<file path="config.mk">
export PLATFORM = sky130hd
export DESIGN_NAME = c3f_cell
export DESIGN_NICKNAME = d
export VERILOG_FILES = /design/src/design/c3f_pkg.sv /design/src/design/c3f_cell.sv
export SDC_FILE = /design/constraint.sdc
export NUM_CORES = 1
export LEC_CHECK = 0
export ABC_CLOCK_PERIOD_IN_PS = 11250
export BUFFER_PORTS_ARGS = -buffer_cell sky130_fd_sc_hd__buf_2
export CELL_PAD_IN_SITES_DETAIL_PLACEMENT = 1
export CELL_PAD_IN_SITES_GLOBAL_PLACEMENT = 1
export CORE_MARGIN = 2
export CORE_UTILIZATION = 52
export DETAILED_ROUTE_END_ITERATION = 16
export GPL_TIMING_DRIVEN = 0
export PLACE_DENSITY = 0.95
export SYNTH_ARGS = -nofsm -noshare
export SYNTH_HDL_FRONTEND = slang
export SYNTH_SLANG_ARGS = --single-unit
export TNS_END_PERCENT = 5
</file>
<file path="constraint.sdc">
create_clock -name clk_i -period 11.25 [get_ports clk_i]
set_input_delay 2.8125 -clock clk_i [delete_from_list [all_inputs] [get_ports clk_i]]
set_output_delay 2.8125 -clock clk_i [all_outputs]
set_load 0.02 [all_outputs]
</file>
<file path="src/design/c3f_pkg.sv">
`timescale 1ns / 1ps

package c3f_pkg;

  // Geometry
  localparam int MAX_WIDTH = 1024;
  localparam int ADDR_W    = $clog2(MAX_WIDTH);
  localparam int CNT_W     = ADDR_W + 1;
  localparam int LEN_W     = 11;
  localparam int CMP_W     = (LEN_W > CNT_W) ? LEN_W : CNT_W;
  localparam int MIN_LEN   = 3;
  localparam int WIN       = 3;

  // Datapath widths
  localparam int PIX_W   = 8;
  localparam int COEF_W  = 8;
  localparam int KROW_W  = WIN * COEF_W;
  localparam int PROD_W  = COEF_W + PIX_W + 1;
  localparam int CSUM_W  = PROD_W + 2;
  localparam int TOT_W   = CSUM_W + 2;
  localparam int OUT_W   = 16;
  localparam int DIV_SH  = 4;
  localparam int DIV_BIAS = (1 << DIV_SH) - 1;

  // Row counter
  localparam logic [1:0] ROWS_FULL = 2'd2;

  // Output queue
  localparam int FIFO_DEPTH = 8;
  localparam int FIFO_PTR_W = $clog2(FIFO_DEPTH);
  localparam int FIFO_CNT_W = $clog2(FIFO_DEPTH + 1);

  // Register file
  localparam int PADDR_W = 4;
  localparam int PDATA_W = 32;

  typedef enum logic [1:0] {
    REG_ROW_LENGTH    = 2'd0,
    REG_KERNEL_TOP    = 2'd1,
    REG_KERNEL_MIDDLE = 2'd2,
    REG_KERNEL_BOTTOM = 2'd3
  } reg_idx_e;

  localparam logic [LEN_W-1:0]  ROW_LENGTH_RST = 11'd12;
  localparam logic [KROW_W-1:0] KERNEL_TOP_RST = 24'h010201;
  localparam logic [KROW_W-1:0] KERNEL_MID_RST = 24'h020402;
  localparam logic [KROW_W-1:0] KERNEL_BOT_RST = 24'h010201;

  // Channel payloads
  typedef struct packed {
    logic [PIX_W-1:0] pixel;
    logic             frame_start;
  } in_item_t;

  typedef struct packed {
    logic signed [OUT_W-1:0] filtered;
    logic                    row_end;
  } out_item_t;

  // One window column, oldest row on top
  typedef struct packed {
    logic [PIX_W-1:0] top;
    logic [PIX_W-1:0] mid;
    logic [PIX_W-1:0] bot;
  } pix_col_t;

  typedef struct packed {
    logic signed [COEF_W-1:0] top;
    logic signed [COEF_W-1:0] mid;
    logic signed [COEF_W-1:0] bot;
  } coef_col_t;

endpackage

</file>
<file path="src/design/c3f_cell.sv">
`timescale 1ns / 1ps

module c3f_cell (
  input  logic                                 clk_i,
  input  logic                                 rst_ni,
  input  logic                                 shift_i,
  input  c3f_pkg::pix_col_t                    col_i,
  input  c3f_pkg::coef_col_t                   coef_i,
  output c3f_pkg::pix_col_t                    col_o,
  output logic signed [c3f_pkg::CSUM_W-1:0]    sum_o
);

  c3f_pkg::pix_col_t                     col_q;
  logic signed [c3f_pkg::PROD_W-1:0]     prod_top_q, prod_mid_q, prod_bot_q;
  logic signed [c3f_pkg::PROD_W-1:0]     prod_top_d, prod_mid_d, prod_bot_d;
  logic signed [c3f_pkg::CSUM_W-1:0]     sum_q, sum_d;

  // Window column: takes the neighbor's column on every pixel
  always_ff @(posedge clk_i or negedge rst_ni) begin
    if (!rst_ni) begin
      col_q <= '0;
    end else if (shift_i) begin
      col_q <= col_i;
    end
  end

  // Three taps, pixels zero-extended to signed
  assign prod_top_d = coef_i.top * $signed({1'b0, col_q.top});
  assign prod_mid_d = coef_i.mid * $signed({1'b0, col_q.mid});
  assign prod_bot_d = coef_i.bot * $signed({1'b0, col_q.bot});

  assign sum_d = c3f_pkg::CSUM_W'(prod_top_q) + c3f_pkg::CSUM_W'(prod_mid_q)
               + c3f_pkg::CSUM_W'(prod_bot_q);

  // Product and column-sum stages run every cycle
  always_ff @(posedge clk_i) begin
    prod_top_q <= prod_top_d;
    prod_mid_q <= prod_mid_d;
    prod_bot_q <= prod_bot_d;
    sum_q      <= sum_d;
  end

  assign col_o = col_q;
  assign sum_o = sum_q;

endmodule

</file>
==> results.md <==
- Commonest non-fill, non-tap cell in the layout: inv_1
- DR iter-0 viols: 585
- Ports: 94
- Final setup viols: 0
- Die area: 20,330 µm²
- TritonCTS Buffers: 9
- Sequential Power Share: 15.7%
- Syn nets: 1,333
- Max-slew violations: 0
- Diode count: 0
- Drt pass-1 iters: 5
- WL met1: 12.46 mm
- All-Layer GR Usage: 36.03%
- Design internal power: 1.778 mW
- Proportion of layout cells with a drive suffix above 1: 12.74%
- CP arrival: 7250 ps
- Fmax: 143.1 MHz
- Syn. warnings: 0
- Commonest cells after routing, fill and taps aside: inv_1, ha_1, fa_1
- CTS tree: built
- RSZ-0062 raised after global routing: no
- Post-CTS Resized: 0
- Mapped cell area: 9985 µm²
- Vias in the first global route: 9,525
- Critical Path Source Type: input pin
- Post-synth EDFFs: 0
- # hold bufs at CTS: 0
- Area growth from synthesis to layout: 10.49%
- Top post-synthesis cells by area: fa_1, ha_1, dfxtp_1, and2_1, inv_1
- CP Max Fanout: 6
- Clk sink count: 94
- Hold Path End: sum_o[0]
- WHS Path Cells: 3
- Core Area: 18,770 µm²
- # H-tree levels: 3
- Max VDD drop: 0.0001624 V
- Worst Skew: 18.36 ps
- Status: completed
- Sw power: 2.059 mW
- Num rows: 50
- RePlAce Congestion: 0.8579
- # Post-CTS Setup Buffers: 0
- Reg2reg start: col_o[0]
- Detail Placement HPWL: 23.96 mm
- Max clock buf depth: 2
- Routed wl met2: 17.28 mm
- Proportion of netlist area held by the largest area contributor: 25.86%
- Fin cells: 1,349
- Leakage: 5.644 nW
- Synthesized flop and latch total: 94
- Crit share post-route: 62.10%
- GR Overflow Total: 0
- Worst reg2reg path depth: 14
- Setup Crit Path Kind: in -> reg
- Die Y: 142.6 µm
- Root Buffer: clkbuf_16
- Vias per cell: 6.133
- Clk_lat worst skew: 380 ps
- Unique masters post-synth: 51
- Sw Share: 53.66%
- First-pass GRT wire length: 54.30 mm
- Nets: 1,436
- Final ANT Viol Nets: 0
- CP endpoint kind: flip-flop
- Slew @ Worst Pin: 996.6 ps
- Die width: 142.6 µm
- Hold Vio Cnt, Final: 0
- Routed length on met3: 2.658 mm
- Hold Crit Start: prod_mid_q[0]
- Total Wirelength: 35.30 mm
- Clock-pin transition on the worst setup and hold timing paths: 80 ps
- Worst Path Required: 11,510 ps
- Ys async rst share: 25.53%
- Setup_tns: 0 ps
- Gate Count Post-Synth: 1,007
- Hold Path Class: reg -> reg
- Register area share after synthesis: 20.05%
- Clock power share: 8.5%
- Highest routed layer: met4
- Period minus WS final: 6986 ps
- Top FF cell, synth: dfxtp_1
- Vias after detailed routing: 8,273
- Max-cap violations: 0
- Initial Util: 53.20%
- Port Buffers: 92
- Cell Pwr Density: 347.8 nW/µm²
- Worst slew margin: 33.56%
- Setup slack, reg-to-reg: 6210 ps
- Initial antenna violation count: 0
- Reg2reg end: prod_bot_q[15]
- Pin count of the biggest net entering global routing: 25
- WL/cell: 26.16 µm
- Mean Syn Cell Area: 9.915 µm²
- Synth area leader: fa_1
- DRC: 0
- Combinational power share: 75.7%
- DP Cell Count: 1,333
power groups by stage:
stage          Sequential (mW)  Combinational (mW)  Clock [mW]
2_1_floorplan            0.619                1.77           0
3_3_place_gp             0.588                2.27           0
3_5_place_dp             0.598                2.60           0
4_1_cts                  0.599                2.82       0.329
5_1_grt                  0.610                3.08       0.339
6_report                 0.604                2.91       0.328
state kept, by name (all words and copies together) (netlist names):
signal,cells
col_o,24
prod_bot_q,17
prod_mid_q,17
prod_top_q,17
sum_o,19
cell usage after synthesis (2+ instances only):
cell,number
a211oi_1,5
a31oi_1,2
inv_1,185
mux2_2,24
nor2_1,34
dfrtp_1,24
nand3_1,6
o21a_1,8
ha_1,146
or3_1,2
o31a_1,2
nand2b_1,16
clkbuf_1,3
nand2_1,57
a31o_2,3
fa_1,129
nor2b_1,7
a21oi_1,34
xnor2_1,34
nor3_1,8
o21bai_1,9
nand4b_1,2
xor2_1,11
and2_1,122
dfxtp_1,70
o21ai_0,24
nor4_1,3
a21o_1,14
logic make-up after synthesis:
logic type                 Yosys count  synth area share [%]
DFF                                 94                 20.05
and+or+nand+nor                    262                 14.11
adders and majority gates          275                 44.16
buffers and inverters              188                 7.068
AOI/OAI and AO/OA                  119                 7.958
muxes                               24                 2.707
xor gates and xnor gates            45                 3.947
routing by layer:
layer,up-vias,track usage [%]
li1,3430,-
met1,4089,40.36
met2,540,61.16
met3,214,7.941
met4,0,24.91
met5,-,0
worst max-delay path by stage:
stage / from / endpoint / slack, ps / cells after the start
3_3_place_gp: coef_i[7] / prod_bot_q[16] / 4280 / 16
2_1_floorplan: coef_i[7] / prod_bot_q[16] / 4710 / 14
6_report: coef_i[15] / prod_mid_q[14] / 4260 / 15
4_1_cts: coef_i[7] / prod_bot_q[16] / 4370 / 16
3_5_place_dp: coef_i[7] / prod_bot_q[13] / 4080 / 16
5_1_grt: coef_i[7] / prod_bot_q[16] / 4100 / 16
worst max-delay path, stage by stage:
cell	delay, ps
buf_2	180
inv_1	190
fa_1	560
fa_1	540
inv_1	70
fa_1	590
inv_1	70
fa_1	510
inv_1	70
ha_1	320
o21ai_0	170
a21oi_1	180
a31o_2	330
o41ai_1	400
xnor2_1	240
through the flow:
step	hold WS (ps)	worst slack [ps]	cell area (µm²)	utilization, %	power, mW
5_1_grt	643.9	4098	11030	58.78	4.027
3_5_place_dp	602.6	4078	10740	57.21	3.202
6_report	618.8	4264	11030	58.78	3.837
3_3_place_gp	554.8	4279	10740	57.21	2.859
2_1_floorplan	549.1	4707	9985	-	2.392
4_1_cts	625.7	4365	11030	58.78	3.751
layout make-up:
type / instances / area (µm²)
buffer: 3 / 11.26
clock buffer: 11 / 252.7
clock inverter: 5 / 41.29
fill: 2110 / 7736
inverter: 185 / 694.4
multi-input combinational: 725 / 7277
sequential: 94 / 2002
tap: 234 / 292.8
timing repair buffer: 92 / 460.4
Power figures use the tool's default switching activity.
