--- src/design/c3f_pkg.sv ---
`timescale 1ns / 1ps

package c3f_pkg;

  // Geometry
  localparam int MAX_WIDTH = 1024;
  localparam int ADDR_W    = $clog2(MAX_WIDTH);
  localparam int CNT_W     = ADDR_W + 1;
  localparam int LEN_W     = 11;
  localparam int CMP_W     = (LEN_W > CNT_W) ? LEN_W : CNT_W;
  localparam int MIN_LEN   = 3;
  localparam int WIN       = 3;

  // Datapath widths
  localparam int PIX_W   = 8;
  localparam int COEF_W  = 8;
  localparam int KROW_W  = WIN * COEF_W;
  localparam int PROD_W  = COEF_W + PIX_W + 1;
  localparam int CSUM_W  = PROD_W + 2;
  localparam int TOT_W   = CSUM_W + 2;
  localparam int OUT_W   = 16;
  localparam int DIV_SH  = 4;
  localparam int DIV_BIAS = (1 << DIV_SH) - 1;

  // Row counter
  localparam logic [1:0] ROWS_FULL = 2'd2;

  // Output queue
  localparam int FIFO_DEPTH = 8;
  localparam int FIFO_PTR_W = $clog2(FIFO_DEPTH);
  localparam int FIFO_CNT_W = $clog2(FIFO_DEPTH + 1);

  // Register file
  localparam int PADDR_W = 4;
  localparam int PDATA_W = 32;

  typedef enum logic [1:0] {
    REG_ROW_LENGTH    = 2'd0,
    REG_KERNEL_TOP    = 2'd1,
    REG_KERNEL_MIDDLE = 2'd2,
    REG_KERNEL_BOTTOM = 2'd3
  } reg_idx_e;

  localparam logic [LEN_W-1:0]  ROW_LENGTH_RST = 11'd12;
  localparam logic [KROW_W-1:0] KERNEL_TOP_RST = 24'h010201;
  localparam logic [KROW_W-1:0] KERNEL_MID_RST = 24'h020402;
  localparam logic [KROW_W-1:0] KERNEL_BOT_RST = 24'h010201;

  // Channel payloads
  typedef struct packed {
    logic [PIX_W-1:0] pixel;
    logic             frame_start;
  } in_item_t;

  typedef struct packed {
    logic signed [OUT_W-1:0] filtered;
    logic                    row_end;
  } out_item_t;

  // One window column, oldest row on top
  typedef struct packed {
    logic [PIX_W-1:0] top;
    logic [PIX_W-1:0] mid;
    logic [PIX_W-1:0] bot;
  } pix_col_t;

  typedef struct packed {
    logic signed [COEF_W-1:0] top;
    logic signed [COEF_W-1:0] mid;
    logic signed [COEF_W-1:0] bot;
  } coef_col_t;

endpackage

--- src/design/c3f_fifo.sv ---
`timescale 1ns / 1ps

module c3f_fifo (
  input  logic                clk_i,
  input  logic                rst_ni,
  input  logic                push_i,
  input  c3f_pkg::out_item_t  push_item_i,
  input  logic                pop_i,
  output logic                valid_o,
  output c3f_pkg::out_item_t  item_o
);

  c3f_pkg::out_item_t                  mem_q [c3f_pkg::FIFO_DEPTH];
  logic [c3f_pkg::FIFO_PTR_W-1:0]      wr_ptr_q, rd_ptr_q;
  logic [c3f_pkg::FIFO_CNT_W-1:0]      count_q, count_d;

  // Storage
  always_ff @(posedge clk_i) begin
    if (push_i) begin
      mem_q[wr_ptr_q] <= push_item_i;
    end
  end

  always_comb begin
    count_d = count_q;
    if (push_i && !pop_i) begin
      count_d = count_q + c3f_pkg::FIFO_CNT_W'(1);
    end else if (!push_i && pop_i) begin
      count_d = count_q - c3f_pkg::FIFO_CNT_W'(1);
    end
  end

  // Pointers and fill level
  always_ff @(posedge clk_i or negedge rst_ni) begin
    if (!rst_ni) begin
      wr_ptr_q <= '0;
      rd_ptr_q <= '0;
      count_q  <= '0;
    end else begin
      if (push_i) begin
        wr_ptr_q <= wr_ptr_q + c3f_pkg::FIFO_PTR_W'(1);
      end
      if (pop_i) begin
        rd_ptr_q <= rd_ptr_q + c3f_pkg::FIFO_PTR_W'(1);
      end
      count_q <= count_d;
    end
  end

  assign valid_o = (count_q != '0);
  assign item_o  = mem_q[rd_ptr_q];

  // The upstream credit count must keep the queue from overflowing
  a_no_push_full: assert property (@(posedge clk_i) disable iff (!rst_ni)
    push_i |-> (count_q < c3f_pkg::FIFO_CNT_W'(c3f_pkg::FIFO_DEPTH) || pop_i))
    else $error("item pushed into full output queue");

  a_no_pop_empty: assert property (@(posedge clk_i) disable iff (!rst_ni)
    pop_i |-> count_q != '0)
    else $error("item popped from empty output queue");

endmodule
--- config.mk ---
export PLATFORM = sky130hd
export DESIGN_NAME = c3f_fifo
export DESIGN_NICKNAME = d
export VERILOG_FILES = /design/src/design/c3f_pkg.sv /design/src/design/c3f_fifo.sv
export SDC_FILE = /design/constraint.sdc
export NUM_CORES = 1
export LEC_CHECK = 0
export BUFFER_PORTS_ARGS = -buffer_cell sky130_fd_sc_hd__buf_2
export CORE_MARGIN = 8
export CORE_UTILIZATION = 64
export DETAILED_ROUTE_END_ITERATION = 8
export PLACE_DENSITY = 0.89
export SYNTH_ARGS = -nofsm -noshare
export SYNTH_HDL_FRONTEND = slang
export SYNTH_SLANG_ARGS = --single-unit
--- constraint.sdc ---
create_clock -name clk_i -period 5.1 [get_ports clk_i]
set_input_delay 0.255 -clock clk_i [delete_from_list [all_inputs] [get_ports clk_i]]
set_output_delay 0.255 -clock clk_i [all_outputs]
set_load 0.1 [all_outputs]
==> impl.org <==
** Run status
- Status :: completed

** Global routing
- Across every metal layer, demand over resource in global routing totals 17.71%.
- Global route total overflow :: 0
- Global-route wire length before repair :: 16.36 mm
- Number of antenna violations at the first check in global routing :: 0
- Entering global routing, the biggest net connects 37 pins.
- The number of global-route vias before repair is 3008.

** Critical path
- Of all nets on the critical path, the largest fanout is 36.
- Critical path destination :: item_o[12]
- In this run the worst setup path begins at rd_ptr_q[0].
- Type of the worst setup path :: flop to primary output
- The endpoint identified for the worst register-to-register timing path is mem_q[6][4].
- Crit path launch type :: flop
- Register-to-Register Setup Slack :: 3.14 ns
- STA classifies the critical path endpoint as a primary output.
- For the worst flop-to-flop path, the logic depth is 3.
- Endpoint arrival time on the critical path :: about 2.9 ns
- The startpoint identified for the worst register-to-register timing path is wr_ptr_q[0].
- Required time worst endpoint :: 4.85 ns

** Timing
- Final Hold Slack :: 0.01877 ns
- The number of hold-slack violations in the final timing report is 0.
- Count of final setup violators :: 0
- Worst slew margin relative to its limit :: between 20% and 30%
- Between clock sinks in the finished design, the worst skew comes to just over 0.009 ns.
- At the pin with the least slew margin, the transition time is 1.081 ns.
- The number of pins with negative max-slew slack in the final report came to 0.
- Setup TNS Final :: 0 ns
- The worst path uses 61.11% of the clock period.
- Setup repair after global routing left no endpoint under its margin.
- Final critical path time including I/O delays and setup :: 3.117 ns
- Max Freq :: roughly 320 MHz

** Clock network
- The clock net in this run drives a total of 146 sinks.
- Post-CTS Setup Repair Bufs :: 0
- Clock buffer depth :: 2
- Number of instances resized during post-cts repair :: 0
- Clock transition time at the flip-flop clock pins of the worst setup and hold paths :: around 0.06 ns
- TritonCTS built the clock tree.
- Later-pin clock latency in the skew report :: 0.53 ns
- The root buffer cell chosen for the clock tree is clkbuf_8.
- CTS HTree Levels :: 4
- Hold repair after CTS inserted 18 buffers.
- CTS buffer count :: 17

** Logic synthesis
- Cell accounting for the most synthesized area :: edfxtp_1
- Synthesized net count :: 283
- Synth Flop Type :: edfxtp_1
- The synthesized design contains 146 register bits.
- Most frequent cells after synthesis :: edfxtp_1 (136), mux4_1 (24), mux2_2 (20)
- During synthesis, Yosys emitted a total of 0 warnings.
- Dominant cell by count in the synthesized netlist :: edfxtp_1
- The top cell type by area accounts for 70.41% of the synthesized area.
- Count of flip-flops with a built-in enable after synthesis :: ~140
- Ranked by total cell area, the synthesized netlist is headed by edfxtp_1 (70%), mux4_1 (11%), dfrtp_1 (4.3%), mux2_2 (3.9%), mux4_2 (3.9%).
- Gate Count Post-Synth :: 256
- After synthesis, the netlist uses 27 different library cells.
- Total standard cell area after synthesis :: 5801 um^2
- Average cell area after synthesis :: ~23 um^2
- In the synthesized netlist the async set-or-reset flop fraction comes to 6.849%.
- Sequential element share of the synthesized area :: between 70% and 80%

** Cells and area
- Fill cell instance count of the final layout :: 438
- Fraction of final layout cells with drive strength greater than 1 :: 32.46%
- Final Core Density :: around 80%
- Area growth from synthesis to final layout :: 18.51%
- 0 antenna diodes ended up in the layout.
- Final net count :: 356

** Drt
- The routed design has 10.54 mm of wire.
- Via density per instance :: 6.211
- Average routed wire per standard cell :: 23.42 um
- The first detailed-routing pass ran for 4 iterations.
- The count of nets left with antenna violations once routing finished came out at 0.
- Via total after detailed routing :: between 2000 and 3000
- Drt first-iter violations :: between 150 and 200
- DRC violation count after routing :: 0

** Floorplan
- Die height :: roughly 110 um
- Die footprint :: 12370 um^2
- X dimension of the die :: between 100 and 150 um
- Core Footprint :: around 9000 um^2
- Initial cell density of the core :: 66.19%
- Number of placement rows :: 34
- Total I/O pin count :: 39

** Worst hold path
- Min-delay worst type :: input port to flop

** Placed design
- Routability Congestion :: 0.7809
- Detailed placement HPWL :: about 5.8 mm
- Input and output buffers added on the ports amount to 38.

** Job
- The tool flagged a number of max-cap violations equal to 0.
-- layout make-up --
class / count / area [um^2] / share of cell area, %
Sequential cell: 146 / 4335 / 63.07
Clock buffer: 17 / 414.1 / 6.025
Clock inverter: 15 / 148.9 / 2.166
Tap cell: 108 / 135.1 / 1.966
Multi-Input combinational cell: 97 / 1395 / 20.29
Timing Repair Buffer: 65 / 437.9 / 6.371
Inverter: 2 / 7.507 / 0.1092
-- worst min-delay path by stage --
stage                     cells after the start            from  slack (ns)           to
after floorplan                               0          rst_ni       -0.04   count_q[0]
after global placement                        1          rst_ni        0.13   count_q[2]
after detailed placement                      1          rst_ni        0.13   count_q[2]
after CTS                                     1  push_item_i[0]       0.002  mem_q[2][0]
after global routing                          1  push_item_i[0]       0.002  mem_q[2][0]
final                                         1  push_item_i[0]        0.02  mem_q[2][0]
-- sequential cells by signal (all words and copies together) (netlist names) --
signal and count:
wr_ptr_q 3, mem_q 136, rd_ptr_q 3, count_q 4
-- placed cells by master (no fill, tap or decap), drive strengths merged, types with 3 or more instances in the layout --
master,netlist,routed
buf,8,47
clkinvlp,0,3
xnor2,4,4
nor3,3,3
nor2,6,6
dfrtp,10,10
inv,2,8
mux2,20,20
dlygate4sd3,0,18
clkbuf,3,17
ha,5,5
nand2b,3,3
nand2,6,6
clkinv,0,5
mux4,34,34
edfxtp,136,136
-- routing by layer --
metal	wire (um)	vias to the layer above	track usage [%]
li1	-	1235	-
met1	4248	1465	20.59
met2	5590	87	29.59
met3	611	8	6.872
met4	86	0	5.511
met5	0	-	0
-- stage by stage --
step | instances | setup WS, ns | area, um^2
after floorplan | 256 | 2.913 | 5801
after global placement | 400 | 2.524 | 6131
after detailed placement | 400 | 2.473 | 6131
after CTS | 450 | 1.903 | 6874
after global routing | 450 | 1.835 | 6874
final | 450 | 1.983 | 6874
-- critical path, cell delays in order, from the launching register on --
cell     delay, ns
dfrtp_2       1.06
mux4_1        0.69
mux2_2        0.28
buf_2         0.29
-- cell families after synthesis --
family | synth area share (%)
AO/OA/AOI/OAI | 0.7117
buffers and inverters | 1.402
multiplexers | 18.81
flip-flops | 74.72
adder cells (fa/ha/maj) | 1.424
AND/OR/NAND/NOR | 2.028
XOR/XNOR | 0.9059
Power is left out: the tool's default activity adds up to more than one toggle a clock period on the data nets, which glitch-free logic cannot reach.
